File: src/hdl/wios_pkg.sv
// Shared types and constants for the weighted interval overlap sum block.
// No dependencies; used by every module under hdl/.
package wios_pkg;

	localparam int MAX_INTERVALS = 64;
	localparam int IDX_W  = $clog2(MAX_INTERVALS);
	localparam int CNT_W  = $clog2(MAX_INTERVALS + 1);
	localparam int TIME_W = 32;
	localparam int CORE_W = 6;
	localparam int WGT_W  = CORE_W + 1;
	localparam int TERM_W = TIME_W + WGT_W;
	localparam int ACC_W  = 50;
	localparam logic [ACC_W-1:0] ACC_MAX = {ACC_W{1'b1}};

	// one stored interval
	typedef struct packed {
		logic [TIME_W-1:0] start;
		logic [TIME_W-1:0] dur;
		logic [CORE_W-1:0] cores;
	} interval_t;

	// what every cell of the ring does this cycle
	typedef enum logic [1:0] {
		CELL_HOLD,
		CELL_ROTATE,
		CELL_INSERT
	} cell_op_t;

	typedef enum logic [2:0] {
		ST_IDLE,
		ST_SCAN,
		ST_INSERT,
		ST_FLUSH,
		ST_EMIT
	} state_t;

	// controls from the sequencer to the datapath
	typedef struct packed {
		cell_op_t chain_op;
		logic     cmp_valid;
		logic     load_item;
		logic     emit;
		logic     overflow;
	} ctrl_t;

endpackage

File: src/hdl/wios_ovl_unit.sv
// Shared overlap unit: overlap and weight, multiply, saturating accumulate.
// Depends on wios_pkg.
module wios_ovl_unit (
	input  logic                              clk,
	input  logic                              arst_n,
	input  logic                              in_vld,
	input  wios_pkg::interval_t               a,
	input  wios_pkg::interval_t               b,
	input  logic                              clear,
	output logic [wios_pkg::ACC_W-1:0]        acc
);

	localparam int EW = wios_pkg::TIME_W + 1;

	logic [EW-1:0]                   end_a, end_b, hi, lo;
	logic [wios_pkg::TIME_W-1:0]     ovl;
	logic [EW-1:0]                   diff;
	logic [wios_pkg::WGT_W-1:0]      csum, wgt;
	logic [wios_pkg::TIME_W-1:0]     ovl_s1;
	logic [wios_pkg::WGT_W-1:0]      wgt_s1;
	logic                            vld_s1, vld_s2;
	logic [wios_pkg::TERM_W-1:0]     term_s2;
	logic [wios_pkg::ACC_W:0]        sum;
	logic [wios_pkg::ACC_W-1:0]      acc_q;

	// stage 1: overlap length and weight
	always_comb begin
		end_a = {1'b0, a.start} + {1'b0, a.dur};
		end_b = {1'b0, b.start} + {1'b0, b.dur};
		lo    = (a.start > b.start) ? {1'b0, a.start} : {1'b0, b.start};
		hi    = (end_a < end_b) ? end_a : end_b;
		diff  = hi - lo;
		// overlap never exceeds either duration, so 32 bits hold it
		ovl   = (hi > lo) ? diff[wios_pkg::TIME_W-1:0] : '0;
		csum  = {1'b0, a.cores} + {1'b0, b.cores};
		wgt   = (csum > wios_pkg::WGT_W'(1)) ? csum - wios_pkg::WGT_W'(1) : '0;
	end

	always_ff @(posedge clk) begin
		ovl_s1  <= ovl;
		wgt_s1  <= wgt;
		term_s2 <= wios_pkg::TERM_W'(ovl_s1) * wios_pkg::TERM_W'(wgt_s1);
	end

	always_ff @(posedge clk or negedge arst_n) begin
		if (!arst_n) begin
			vld_s1 <= 1'b0;
			vld_s2 <= 1'b0;
		end else begin
			vld_s1 <= in_vld;
			vld_s2 <= vld_s1;
		end
	end

	// stage 3: saturating accumulate
	assign sum = {1'b0, acc_q} + (wios_pkg::ACC_W + 1)'(term_s2);

	always_ff @(posedge clk or negedge arst_n) begin
		if (!arst_n) begin
			acc_q <= '0;
		end else if (clear) begin
			acc_q <= '0;
		end else if (vld_s2) begin
			acc_q <= (sum >= {1'b0, wios_pkg::ACC_MAX}) ? wios_pkg::ACC_MAX
				: sum[wios_pkg::ACC_W-1:0];
		end
	end

	assign acc = acc_q;

endmodule

File: config.mk
export PLATFORM = sky130hd
export DESIGN_NAME = wios_ovl_unit
export DESIGN_NICKNAME = d
export VERILOG_FILES = /design/src/hdl/wios_pkg.sv /design/src/hdl/wios_ovl_unit.sv
export SDC_FILE = /design/constraint.sdc
export NUM_CORES = 1
export LEC_CHECK = 0
export ABC_AREA = 1
export ABC_CLOCK_PERIOD_IN_PS = 5350
export BUFFER_PORTS_ARGS = -buffer_cell sky130_fd_sc_hd__buf_2
export CAP_MARGIN = 20
export CORE_ASPECT_RATIO = 0.7
export CORE_MARGIN = 5
export CORE_UTILIZATION = 63
export DETAILED_ROUTE_END_ITERATION = 10
export PLACE_DENSITY = 0.82
export SETUP_SLACK_MARGIN = 0.3
export SLEW_MARGIN = 10
export SYNTH_ARGS = -nofsm -noshare
export SYNTH_HDL_FRONTEND = slang
export SYNTH_SLANG_ARGS = --single-unit
File: constraint.sdc
create_clock -name clk -period 5.35 [get_ports clk]
set_input_delay 0.535 -clock clk [delete_from_list [all_inputs] [get_ports clk]]
set_output_delay 0.535 -clock clk [all_outputs]
set_load 0.02 [all_outputs]
==> impl_metrics.py, run 1 <==
metrics = {
    "global_routing": {
        "globalRouteOverflowTotal": 85,
        "antenna_found_initial": 10,
        "grt_max_degree": 53,
        "grt_usage": 0.725,
    },
    "clocking": {
        "ctsRootBufferMaster": "clkbuf_16",
        "cts.sinks": 130,
        "htreeDepth": 4,
        "numCtsBuffers": 17,
        "cts_buffer_depth": 2,
        "postCtsHoldBufs": 0,
    },
    "place": {
        "pre_cts_slack_ps": -1160,
        "io_buffers": 193,
        "gp_congestion": 1.07,
        "dp_hpwl_mm": 68.3,
    },
    "yosys": {
        "ys_seq_area_frac": 0.128,
        "synth_area_per_cell_sq_um": 6.44,
        "yosys.area.top_type": "nand2_1",
        "ys_ff_latch": 130,
        "synth_nets": 4040,
        "yosysUniqueCellTypes": 47,
        "synth_top_area_share": 0.185,
        "syn_inst": 3478,
        "yosysWarnings": 0,
        "netlist_area_sq_mm": 0.0224,
        "synth_area_leaders": "nand2_1, ha_1, fa_1",
    },
    "floorplan": {
        "die_w_microns": 235,
        "num_rows": 57,
        "die_y_microns": 168,
        "start_util": 0.642,
        "ioPinCount": 194,
    },
    "sta": {
        "worstEpCategory": "sequential cell input",
        "worst_endpoint": "ovl_s1[3]$_SDFF_PP0_/D",
    },
    "status": {
        "stop_stage": "global routing",
        "error_line": "[ERROR GRT-0232] Routing congestion too high. Check the congestion heatmap in the GUI.",
        "status": "aborted with a tool error",
    },
}
[cell families after synthesis]
family / after synthesis / share of synthesized area
AOI/OAI and AO/OA: 529 / 0.132
buffers and inverters: 656 / 0.111
DFF: 130 / 0.128
and+or+nand+nor: 1615 / 0.293
adders and majority gates: 418 / 0.285
xor gates and xnor gates: 130 / 0.0508
[per-layer routing]
metal | global-route usage | GRT overflow
met3 | 0.607 | 4
met5 | 0.405 | 0
met4 | 0.586 | 25
met1 | 0.788 | 8
met2 | 0.841 | 48
[cells in the mapped netlist, drive strengths merged]
library cell,count
o2111ai,6
dfxtp,78
clkbuf,49
xnor2,50
a221oi,4
or2,6
a2111oi,1
a22o,1
o311ai,2
o211a,1
dfrtp,52
a21boi,21
o21bai,9
and3,2
ha,264
buf,10
nand3,148
nor3,33
a311oi,1
o31ai,3
nor2,260
clkinv,2
nand3b,8
a21o,14
a211oi,6
o211ai,10
inv,595
o21a,19
nor4,8
and2,4
fa,154
nand2,1104
a31oi,21
o221ai,4
o21ai,157
xor2,80
nand4,42
a21oi,249
[repair_timing]
item,CTS
setup endpoints to repair,51
pin swaps,71
resized for setup,148
cloned,4
buffers inserted,44
[stage by stage]
step,std cells,area (sq um)
4_1_cts,4610,29000
3_5_place_dp,4530,27400
3_3_place_gp,4530,27400
2_1_floorplan,3478,22700
==> inputs of run 2 (changes only) <==
Settings changed: CORE_ASPECT_RATIO 0.7 to not set, CORE_UTILIZATION 63 to 40, PLACE_DENSITY 0.82 to not set, PLACE_DENSITY_LB_ADDON set to 0.15, SETUP_SLACK_MARGIN 0.3 to not set.
==> run 2 against run 1 <==
The run now ends clean. Synthesized area is the same. Synthesized cell count stayed put.
==> impl_metrics.py, run 2 <==
metrics = {
    "status": {
        "status": "completed",
    },
    "routing": {
        "wl_per_cell_microns": 14.9,
        "routed_wl_mm": 73.0,
        "firstDrtPassIters": 5,
        "drtIter0Drc": 1046,
        "drcViolationCount": 0,
        "drtAntennaViolNets": 0,
        "vias": 23800,
        "vias_per_cell": 4.85,
    },
    "critical_path": {
        "cpMaxStageDelayCell": "ha_1",
        "cp_top_family": "simple AND/OR/NAND/NOR gates",
        "critical_path_arrival_ps": 5620,
        "crit_path_frequent_cell": "nand2_1",
        "slowest_delay_ps": 360,
        "crit_path_start_kind": "input port",
        "critPathKind": "in2reg",
        "cp_num_buf_inv": 7,
        "required_ps": 5680,
        "cp_max_fo": 7,
        "cp-end-kind": "register",
    },
    "place": {
        "placed_area_sq_mm": 0.0279,
        "gp_congestion": 0.946,
        "dp.cells": 4845,
        "dp_hpwl_mm": 62.5,
        "io_buffers": 193,
    },
    "yosys": {
        "yosys.area.top_type": "nand2_1",
        "synth-main-ff-cell": "dfxtp_1",
        "netlist_area_sq_mm": 0.0224,
        "synth_most_common_cell": "nand2_1",
        "synth_area_per_cell_sq_um": 6.44,
        "synth_nets": 4040,
        "synthTopCellsByCount": "nand2_1, inv_1, ha_1",
        "async_flop_share": 0.400,
        "syn_inst": 3478,
        "yosysWarnings": 0,
        "synth_top_area_share": 0.185,
        "synth_edf_count": 0,
        "ys_ff_latch": 130,
        "yosysUniqueCellTypes": 47,
        "ys_seq_area_frac": 0.128,
        "synth_area_leaders": "nand2_1, ha_1, fa_1",
    },
    "clocking": {
        "numCtsBuffers": 17,
        "ctsRootBufferMaster": "clkbuf_16",
        "cts_buffer_depth": 2,
        "path_clk_slew_ps": 70,
        "htreeDepth": 4,
        "clk_latency_ps": 450,
        "postCtsHoldBufs": 0,
        "cts_tree": "yes",
        "cts.sinks": 130,
    },
    "run": {
        "maxCapViolations": 0,
    },
    "floorplan": {
        "num_rows": 86,
        "dieArea_sq_mm": 0.0608,
        "ioPinCount": 194,
        "core_sq_mm": 0.0553,
        "die_w_microns": 247,
        "start_util": 0.405,
        "die_y_microns": 247,
    },
    "layout": {
        "final_cells": 4901,
        "diodes": 0,
        "nets": 4702,
        "layout_commonest_cell": "nand2_1",
        "final_cell_mix": "nand2_1, inv_1, buf_4",
        "largest_reg_flops": 50,
        "layout-area-overhead-vs-synth_pct": 31.1,
        "drive_above_1_share": 0.216,
        "finalInstanceArea_sq_mm": 0.0294,
        "final_core_util": 0.531,
        "fill_cells": 5750,
    },
    "sta": {
        "timing.hold.ws_ps": 193,
        "rsz0062_at_grt": "yes",
        "max_freq_mhz": 189,
        "min_period_ps": 5300,
        "fin_crit_sh": 0.990,
        "final_hold_viol_count": 0,
        "tightest_slew_ps": 682,
        "setup_viol": 0,
        "final_max_slew_viol_count": 0,
        "relSlewSlack": 0.545,
        "finClkSkew_ps": 11.2,
    },
    "global_routing": {
        "grt_pass1_vias": 24200,
        "grt_pass1_wl_mm": 118,
        "antenna_found_initial": 0,
        "grt_max_degree": 53,
        "globalRouteOverflowTotal": 0,
        "grt_usage": 0.237,
    },
    "min_path": {
        "hold_path.class": "in2async",
    },
}
## run 2: final timing paths
| check | startpoint | endpoint | slack (ps) | depth (start not counted) |
|---|---|---|---|---|
| max | b[20] | ovl_s1[13]$_SDFF_PP0_ | 50 | 30 |
| min | arst_n | acc[1]$_DFFE_PN0P_ | 190 | 2 |
| max reg2reg | wgt_s1[6]$_SDFF_PP0_ | term_s2[28]$_DFF_P_ | 390 | 19 |
| min reg2reg | vld_s1$_DFF_PN0_ | vld_s2$_DFF_PN0_ | 350 | 0 |
| max in group asynchronous | arst_n | acc[36]$_DFFE_PN0P_ | 4670 | 2 |
| min in group clk | in_vld | vld_s1$_DFF_PN0_ | 200 | 1 |
## run 2: cell type report
type                    count  area (sq um)  share of cell area
well taps                 748           936              0.0319
repair buffers            702          4980               0.170
clock inverters            13           158             0.00537
flip-flops and latches    130          2860              0.0975
multi-input cells        2692         17700               0.603
inverters                 597          2250              0.0765
clock buffers              19           475              0.0162
## run 2: cells by family (layout without fill, tap and decap cells)
family,count (synthesis),in the layout,synth area share
AND/OR/NAND/NOR,1615,1615,0.293
buffers and inverters,656,1331,0.111
AO/OA/AOI/OAI,529,529,0.132
adder cells (fa/ha/maj),418,418,0.285
XOR/XNOR,130,130,0.0508
flip-flops,130,130,0.128
## run 2: layer usage
metal	part of all wire	global-route usage	up-vias	wire length, microns
met5	0	0	-	0
met4	0.044	0.0960	0	3180
met3	0.028	0.0191	148	2050
met2	0.51	0.442	465	37200
met1	0.42	0.280	10800	30600
li1	-	-	12400	-
## run 2: metrics by stage
step                      setup TNS, ps  setup slack (ps)
final                                 0              53.4
after global routing              -8060              -281
after CTS                             0              4.88
after detailed placement         -21400              -718
after global placement           -21360              -697
after floorplan                       0              4.75
## run 2: timing repair
item	CTS	global route
endpoints found under the setup margin	32	32
gates cloned	0	6
pin swaps	9	63
gates resized for setup	18	141
setup buffers	2	16
Power of run 2 is left out: the tool's default activity adds up to more than one toggle a clock period on the data nets, which glitch-free logic cannot reach.
