$ cat config.mk
export PLATFORM = sky130hd
export DESIGN_NAME = wios_ctrl
export DESIGN_NICKNAME = d
export VERILOG_FILES = /design/src/hdl/wios_pkg.sv /design/src/hdl/wios_ctrl.sv
export SDC_FILE = /design/constraint.sdc
export NUM_CORES = 1
export LEC_CHECK = 0
export BUFFER_PORTS_ARGS = -buffer_cell sky130_fd_sc_hd__buf_4
export CAP_MARGIN = 10
export CORE_MARGIN = 2
export CORE_UTILIZATION = 35
export DETAILED_ROUTE_END_ITERATION = 7
export PLACE_DENSITY = 0.53
export SETUP_SLACK_MARGIN = 0.02
export SLEW_MARGIN = 20
export SYNTH_ARGS = -nofsm -noshare
export SYNTH_HDL_FRONTEND = slang
export SYNTH_SLANG_ARGS = --single-unit
$ cat constraint.sdc
create_clock -name clk -period 4.51 [get_ports clk]
set_input_delay 0.451 -clock clk [delete_from_list [all_inputs] [get_ports clk]]
set_output_delay 0.451 -clock clk [all_outputs]
set_load 0.02 [all_outputs]
$ cat src/hdl/wios_pkg.sv
// Shared types and constants for the weighted interval overlap sum block.
// No dependencies; used by every module under hdl/.
package wios_pkg;

	localparam int MAX_INTERVALS = 64;
	localparam int IDX_W  = $clog2(MAX_INTERVALS);
	localparam int CNT_W  = $clog2(MAX_INTERVALS + 1);
	localparam int TIME_W = 32;
	localparam int CORE_W = 6;
	localparam int WGT_W  = CORE_W + 1;
	localparam int TERM_W = TIME_W + WGT_W;
	localparam int ACC_W  = 50;
	localparam logic [ACC_W-1:0] ACC_MAX = {ACC_W{1'b1}};

	// one stored interval
	typedef struct packed {
		logic [TIME_W-1:0] start;
		logic [TIME_W-1:0] dur;
		logic [CORE_W-1:0] cores;
	} interval_t;

	// what every cell of the ring does this cycle
	typedef enum logic [1:0] {
		CELL_HOLD,
		CELL_ROTATE,
		CELL_INSERT
	} cell_op_t;

	typedef enum logic [2:0] {
		ST_IDLE,
		ST_SCAN,
		ST_INSERT,
		ST_FLUSH,
		ST_EMIT
	} state_t;

	// controls from the sequencer to the datapath
	typedef struct packed {
		cell_op_t chain_op;
		logic     cmp_valid;
		logic     load_item;
		logic     emit;
		logic     overflow;
	} ctrl_t;

endpackage

$ cat src/hdl/wios_ctrl.sv
// Sequencer: accepts beats, steps the ring scan, counts stored intervals.
// Depends on wios_pkg.
module wios_ctrl (
	input  logic            clk,
	input  logic            arst_n,
	input  logic            in_valid,
	input  logic            in_last,
	input  logic            out_busy,
	output logic            in_stall,
	output wios_pkg::ctrl_t ctl
);

	wios_pkg::state_t            state_q, state_d;
	logic [wios_pkg::IDX_W-1:0]  step_q;
	logic [wios_pkg::CNT_W-1:0]  count_q;
	logic                        dropped_q, last_q;
	logic                        full, last_step;

	assign full      = (count_q == wios_pkg::CNT_W'(wios_pkg::MAX_INTERVALS));
	assign last_step = (step_q == wios_pkg::IDX_W'(wios_pkg::MAX_INTERVALS - 1));

	// next state
	always_comb begin
		state_d = state_q;
		case (state_q)
			wios_pkg::ST_IDLE: begin
				if (in_valid) begin
					if (full) begin
						state_d = in_last ? wios_pkg::ST_EMIT : wios_pkg::ST_IDLE;
					end else begin
						state_d = wios_pkg::ST_SCAN;
					end
				end
			end
			wios_pkg::ST_SCAN: begin
				if (last_step) state_d = wios_pkg::ST_INSERT;
			end
			wios_pkg::ST_INSERT: state_d = wios_pkg::ST_FLUSH;
			wios_pkg::ST_FLUSH: begin
				state_d = last_q ? wios_pkg::ST_EMIT : wios_pkg::ST_IDLE;
			end
			wios_pkg::ST_EMIT: begin
				if (!out_busy) state_d = wios_pkg::ST_IDLE;
			end
			default: state_d = wios_pkg::ST_IDLE;
		endcase
	end

	// outputs
	always_comb begin
		in_stall      = 1'b1;
		ctl.chain_op  = wios_pkg::CELL_HOLD;
		ctl.cmp_valid = 1'b0;
		ctl.load_item = 1'b0;
		ctl.emit      = 1'b0;
		ctl.overflow  = dropped_q;
		case (state_q)
			wios_pkg::ST_IDLE: begin
				in_stall      = 1'b0;
				ctl.load_item = in_valid;
			end
			wios_pkg::ST_SCAN: begin
				ctl.chain_op  = wios_pkg::CELL_ROTATE;
				ctl.cmp_valid = (wios_pkg::CNT_W'(step_q) < count_q);
			end
			wios_pkg::ST_INSERT: ctl.chain_op = wios_pkg::CELL_INSERT;
			wios_pkg::ST_EMIT:   ctl.emit = !out_busy;
			default: ;
		endcase
	end

	always_ff @(posedge clk or negedge arst_n) begin
		if (!arst_n) begin
			state_q   <= wios_pkg::ST_IDLE;
			step_q    <= '0;
			count_q   <= '0;
			dropped_q <= 1'b0;
			last_q    <= 1'b0;
		end else begin
			state_q <= state_d;
			if (ctl.load_item) begin
				step_q <= '0;
				last_q <= in_last;
				if (full) dropped_q <= 1'b1;
			end else if (state_q == wios_pkg::ST_SCAN) begin
				step_q <= step_q + wios_pkg::IDX_W'(1);
			end
			if (state_q == wios_pkg::ST_INSERT) begin
				count_q <= count_q + wios_pkg::CNT_W'(1);
			end
			// end of set
			if (ctl.emit) begin
				count_q   <= '0;
				dropped_q <= 1'b0;
			end
		end
	end

endmodule
### Word-level counts from Yosys, hierarchy flattened

Index checks and enable logic that the tools add are counted.

* register bits after elaboration: 18
* input port bits: 5
* output and inout port bits: 7
* word-level logic and storage cells: 44

* $add $sub $neg: 2
* magnitude comparators: 1
* equality and inequality tests: 9
* multiplexer cells: 19
* reduce and logical (&&, ||, !) cells: 8

Operator list (count)
* 3-bit two-way mux: 6
* 3-bit case mux with 5 select lines: 1
* 7-bit two-way mux: 2
* 6-bit two-way mux: 2
* 2-bit nonzero test: 4
* 7-bit by 1-bit adder with 7-bit output (second input constant): 1
* 7-bit == test (second input constant): 1
* 6-bit by 7-bit < comparator with 1-bit output: 1
* 1-bit two-way mux: 7
* 6-bit by 1-bit adder with 6-bit output (second input constant): 1
* 3-bit by 2-bit == test with 1-bit output (second input constant): 2
* 6-bit == test (second input constant): 1
* 2-bit != test (second input constant): 3
* 2-bit case mux with 2 select lines: 1
* 3-bit by 1-bit == test with 1-bit output (second input constant): 1
* 3-bit == test (second input constant): 1
* 3-bit zero test: 1
* 3-bit AND reduction: 1
* 2-bit AND reduction: 1
* 1-bit zero test: 1

### Depth between registers and ports, before layout

Gate-level depths: netlist of run 1.

* word-level depth: 4
* mapped depth: 6
* gate-level depth less buffers: 6

### Worst setup path after synthesis of run 1

Ideal clock, no wire load.

* kind: reg2out
* from: register state_q[1]
* to: output port ctl[3] (netlist bit)
* data arrival time: 1467 ps
* data required time: 4059 ps
* setup slack: 2592 ps
* stages on the path, launching flop included: 5
* path buffers: 1
* cells stage by stage: dfrtp_1 > buf_4 > nor3b_4 > o21ai_0 > a21oi_1

RTL lines
* from (decl): line wios_ctrl.sv:13 `wios_pkg::state_t state_q, state_d;`
* from (signal assigned): line wios_ctrl.sv:74 `state_q <= wios_pkg::ST_IDLE;`
* from (signal assigned): line wios_ctrl.sv:80 `state_q <= state_d;`
* to (decl): line wios_ctrl.sv:10 `output wios_pkg::ctrl_t ctl`

==> results.md, run 1 <==
* Syn_area_per_cell at 9.87 um2
* Number of setup violations in the final report at 0
* Power density over the cells at 439 mW/mm2
* CP Launch Point: state_q[0]
* Setup Skew at 0.00957 ns
* Arrival @ worst endpoint at 1.75 ns
* Mapped Area at 0.00117 mm2
* Synth top area share at 38.3%
* Cell Rows at 21
* IO Pins at 12
* Wirelength, routed at 2060 um
* CP startpoint kind: flop
* H-tree depth at 1
* Final Hold Viols at 0
* Layout cells sized above 1 at 20.6%
* Die ar. at 0.00384 mm2
* GRT Util Overall at 13.4%
* Number of hold buffers added after CTS at 1
* Post-synthesis sequential area ratio at 38.3%
* Worst Tran Pin Value at 0.407 ns
* Detailed Place HPWL at 1640 um
* Total CTS buffers at 3
* RSZ-0062 raised after global routing: false
* CP endpoint kind: output port
* Clock Sinks at 18
* FF-to-FF path depth at 3
* Placeable core area at 0.00328 mm2
* First-pass iteration count of the detailed router at 4
* Upper clock frequency limit at 455 MHz
* Largest net degree at the start of global routing at 19
* Post-CTS Resized at 0
* Routed WL per cell at 11.6 um
* CP Max Fanout at 10
* Final WS setup at 2.31 ns
* P&R area growth vs syn at 12.7%
* Leakage at 0.000606 uW
* Core Util, Final at 40.3%
* Final worst path period need at 2.20 ns
* PortBufs at 11
* Internal reg-to-reg setup slack at 2.94 ns
* Max VDD drop at 0.000163 V
* Reg-to-reg startpoint: state_q[2]
* Post-CTS repair timing setup buffer count at 0
* Vias per Instance at 4.61
* Antenna Violating Nets Remaining at 0
* Reg-to-reg critical path endpoint: last_q
* Final Cycle Share at 48.7%
* DR DRC count at 0
* Ys async rst share at 100%
* Tightest Hold Check Type: input port to flop
* Top-count cell post-synth: nor2_1
* RePlAce Congestion at 0.736
* Via count at 816
* Clk Latency, worst-skew pair at 0.30 ns
* Req. time, crit path at 4.06 ns
* CP Capture Point: ctl[3]
* Clock transition at path regs at 0.11 ns
* Yosys top cell by area: dfrtp_1
* Root Buffer: clkbuf_4
* TNS Setup at 0 ns
* Initial core utilization at 35.8%
* Synth top cells by count: 21 x nor2_1, 18 x dfrtp_1, 11 x inv_1, 11 x nand2_1, 8 x ha_1
* Chip width at 61.9 um
* Die Span Y at 61.9 um
* TritonCTS clock tree: done
* Final Max Slew Viols at 0
* Yosys cell types at 33
* Synth top area cells: dfrtp_1 38%, ha_1 8.5%, nor2_1 6.7%, xnor2_1 5.2%, nor4_4 3.6%
* Synth warn at 0
* Final hold slack at 0.380 ns
* Slew headroom at 72.8%
* Primary FF master, synth: dfrtp_1
* Number of DRC markers in iteration 0 at 18
* Syn nets at 132
* First-pass GRT wire length at 3710 um
* Pre-CTS setup slack at 2.62 ns
* CTS max path bufs at 2
* Number of global-route vias before repair at 863
* Setup CP Type: flop to output port
* Nets at 145
* Initial antenna violation count at 0
* Synthesized instance count at 119
* Seq cells post-synth at 18
* EDFF count, synth at 0
* Antenna diode count at 0
* Grt ovf at 0
* Status: finished clean
* # Max-Cap Violations at 0
## cells by family (layout without fill, tap and decap cells)
logic type                 Yosys count  after routing  share of synthesized area [%]
AOI/OAI and AO/OA                   14             14                           7.77
DFF                                 18             18                           38.3
adders and majority gates            8              8                           8.52
buffers and inverters               15             27                           6.71
xor gates and xnor gates            11             11                           8.20
muxes                                2              2                           2.13
and+or+nand+nor                     51             51                           28.3
## cells in the final DEF (no fill, tap or decap), types with 2 or more instances in the layout
cell / n
a21oi_1: 5
buf_4: 11
clkbuf_4: 3
dfrtp_1: 18
ha_1: 8
inv_1: 11
nand2_1: 11
nand2b_1: 2
nand3_1: 3
nand4_1: 2
nor2_1: 21
nor4_4: 2
o21ai_0: 3
xnor2_1: 7
xor2_1: 4
## cell type report
type                       instances  area, um2
tap                               46       57.6
fill                             330       1960
multi-input combinational         86        646
clock buffer                       4       36.3
inverter                          11       41.3
timing repair buffer              12       92.6
sequential                        18        450
## metrics by stage
stage          instance area (um2)  total power (uW)  instances
2_1_floorplan                 1170               428        119
3_3_place_gp                  1280               483        172
3_5_place_dp                  1280               487        172
4_1_cts                       1320               594        177
5_1_grt                       1320               640        177
6_report                      1320               581        177
## worst min path at each step
| stage | startpoint | endpoint | slack, ns | depth (start not counted) |
|---|---|---|---|---|
| after floorplan | arst_n | count_q[0] | 0.16 | 0 |
| after global placement | arst_n | count_q[0] | 0.34 | 1 |
| after detailed placement | arst_n | count_q[6] | 0.34 | 1 |
| after CTS | in_last | last_q | 0.37 | 2 |
| after global routing | in_last | last_q | 0.36 | 2 |
| final | in_last | last_q | 0.38 | 2 |
## critical path, cell delays in order, from the launching register on
cell and delay (ns):
dfrtp_1 0.52, nor3b_4 0.45, o21ai_0 0.18, a21oi_1 0.15, buf_4 0.15
## power breakdown
| group | switching, uW | leakage, uW | total, uW | internal, uW |
|---|---|---|---|---|
| registers | 48.9 | 0.000215 | 249 | 200 |
| clock network | 50.7 | 0.0000210 | 100 | 49.2 |
| logic | 118 | 0.000369 | 232 | 114 |
| total | 218 | 0.000606 | 581 | 363 |
## sequential cells by signal (all words and copies together), names as in the netlist
register / count
count_q: 7
dropped_q: 1
last_q: 1
state_q: 3
step_q: 6
## per-layer routing
| layer | global-route usage (%) | vias to the layer above | part of all wire (%) |
|---|---|---|---|
| li1 | - | 417 | - |
| met1 | 15.7 | 385 | 46 |
| met2 | 21.7 | 10 | 49 |
| met3 | 5.59 | 4 | 3.3 |
| met4 | 5.47 | 0 | 1.3 |
| met5 | 0 | - | 0 |
(Power assumes the default switching activity.)
==> inputs of run 2 (changes only) <==
PLACE_DENSITY = 0.55   (was 0.53)
clock period = 1.8 ns   (was 4.51 ns; I/O delays follow)
==> run 2 against run 1 <==
Register-to-register slack lost 2.7 ns. The run now ends with negative setup slack left. Clock power is 97% higher. Die area unchanged. Flip-flop and latch count unchanged. Total power rose to 2.6 times the previous value. Core utilization rose by 2.1 points. First-iteration DRC count shrank 22%. Count of clock-buffer cells in the layout down 1. Combinational power rose to 2.9 times the previous value. Global-route usage grew 0.33 points.
==> results.md, run 2 (synthesized netlist as in run 1, its figures left out) <==
* Worst Tran Pin Value at 0.415 ns
* TritonCTS clock tree: done
* Root Buffer: clkbuf_4
* Largest register FFs at 7
* Vias per Instance at 4.51
* Most common cell after layout, fill and taps aside: nor2_1
* Pre-CTS setup slack at 0.184 ns
* CP Max Fanout at 3
* Upper clock frequency limit at 548 MHz
* RSZ-0062 raised after global routing: true
* Switching pwr at 568 uW
* Most frequent cells in the layout: 21 x nor2_1, 19 x buf_4, 16 x dfrtp_1, 11 x nand2_1, 9 x inv_1
* Hold Path Sink: last_q
* Antenna diode count at 0
* Cell total after placement at 175
* P&R area growth vs syn at 18.6%
* IO Pins at 12
* Antenna Violating Nets Remaining at 0
* Logic gate share of total power at 45.2%
* Final Cycle Share at 101%
* Nets at 153
* Failing checks: negative setup slack
* CTS max path bufs at 2
* Max VDD drop at 0.000347 V
* First-pass iteration count of the detailed router at 4
* Die ar. at 0.00384 mm2
* Fill cells at 321
* Leakage at 0.000634 uW
* Arrival @ worst endpoint at 1.64 ns
* Non-filler instance count after layout at 184
* Clk Latency, worst-skew pair at 0.29 ns
* Detailed Place HPWL at 1710 um
* Via count at 829
* Final Max Slew Viols at 0
* DR DRC count at 0
* FF-to-FF path depth at 7
* Setup CP Type: flop to output port
* Status: finished with violations
* Req. time, crit path at 1.62 ns
* Setup Skew at 0.00547 ns
* CP endpoint kind: output port
* Final Hold Viols at 0
* Part of the power in registers at 41.6%
* Layout cells sized above 1 at 29.7%
* Placeable core area at 0.00328 mm2
* Routed WL per cell at 12.2 um
* GRT Util Overall at 13.7%
* Hold Path Stages at 2
* Top reg by flops: count_q
* H-tree depth at 1
* TNS Setup at -0.0243 ns
* Cell Rows at 21
* Number of DRC markers in iteration 0 at 14
* PortBufs at 11
* Clock Sinks at 18
* Core Util, Final at 42.4%
* # Max-Cap Violations at 0
* Reg-to-reg critical path endpoint: state_q[2]
* RePlAce Congestion at 0.787
* First-pass GRT wire length at 3780 um
* Wirelength, routed at 2250 um
* Number of global-route vias before repair at 844
* Initial antenna violation count at 0
* Final worst path period need at 1.82 ns
* Slew headroom at 72.2%
* DP Area at 0.00130 mm2
* Clock transition at path regs at 0.10 ns
* Clock network fraction of design power at 13.2%
* Final Cell Area at 0.00139 mm2
* CP startpoint kind: flop
* Grt ovf at 0
* Internal reg-to-reg setup slack at 0.27 ns
* Final WS setup at -0.0243 ns
* Die Span Y at 61.9 um
* Hold path start: in_last
* Largest net degree at the start of global routing at 19
* Initial core utilization at 35.8%
* Power density over the cells at 1070 mW/mm2
* Sw frac at 38.1%
* Total CTS buffers at 3
* Int Pwr at 924 uW
* Reg-to-reg startpoint: count_q[1]
* Chip width at 61.9 um
* Tightest Hold Check Type: input port to flop
* Number of setup violations in the final report at 1
* Largest registers: count_q (7), step_q (6), state_q (3)
run 2: power by group through the flow:
| stage | sequential [uW] | clock [uW] | combinational, uW |
|---|---|---|---|
| floorplan | 584 | 0 | 487 |
| global placement | 624 | 0 | 594 |
| detailed placement | 628 | 0 | 600 |
| CTS | 616 | 210 | 648 |
| global route | 636 | 232 | 769 |
| finish | 621 | 197 | 674 |
run 2: layout make-up:
class                      instances  area, um2  area share (%)
clock buffer                       3       22.5            1.62
inverter                          11       41.3            2.96
multi-input combinational         86        667            47.8
sequential                        18        453            32.5
tap                               46       57.6            4.13
timing repair buffer              20        153            11.0
run 2: routing by layer:
metal | track usage (%) | share of wire (%) | vias to the layer above
li1 | - | - | 436
met1 | 16.5 | 46 | 382
met2 | 23.3 | 51 | 7
met3 | 2.48 | 1.1 | 4
met4 | 6.99 | 2.2 | 0
met5 | 0 | 0 | -
run 2: what timing repair did:
action                     in CTS  in global routing
gates resized for setup         3                  4
pin swaps                       2                  1
hold buffers                    1                  0
hold endpoints to repair       18                  0
setup endpoints to repair       1                  3
setup buffers                   3                  2
run 2: through the flow:
step / hold slack, ns / total power (uW)
3_3_place_gp: 0.0622 / 1220
3_5_place_dp: 0.0669 / 1230
4_1_cts: 0.116 / 1470
6_report: 0.129 / 1490
2_1_floorplan: -0.116 / 1070
5_1_grt: 0.120 / 1640
run 2: critical path: stages (launching register included):
cell	delay [ns]
dfrtp_1	0.42
inv_1	0.13
ha_1	0.26
a21oi_1	0.16
o21ai_0	0.12
a21oi_2	0.12
buf_4	0.14
run 2: worst max-delay path by stage:
stage	depth (start not counted)	slack (ns)	startpoint	end
2_1_floorplan	4	0.15	state_q[1]	ctl[3]
3_3_place_gp	6	0.22	count_q[1]	ctl[3]
3_5_place_dp	6	0.18	count_q[1]	ctl[3]
4_1_cts	5	-0.07	step_q[1]	ctl[3]
5_1_grt	6	-0.12	count_q[5]	ctl[3]
6_report	6	-0.02	count_q[5]	ctl[3]
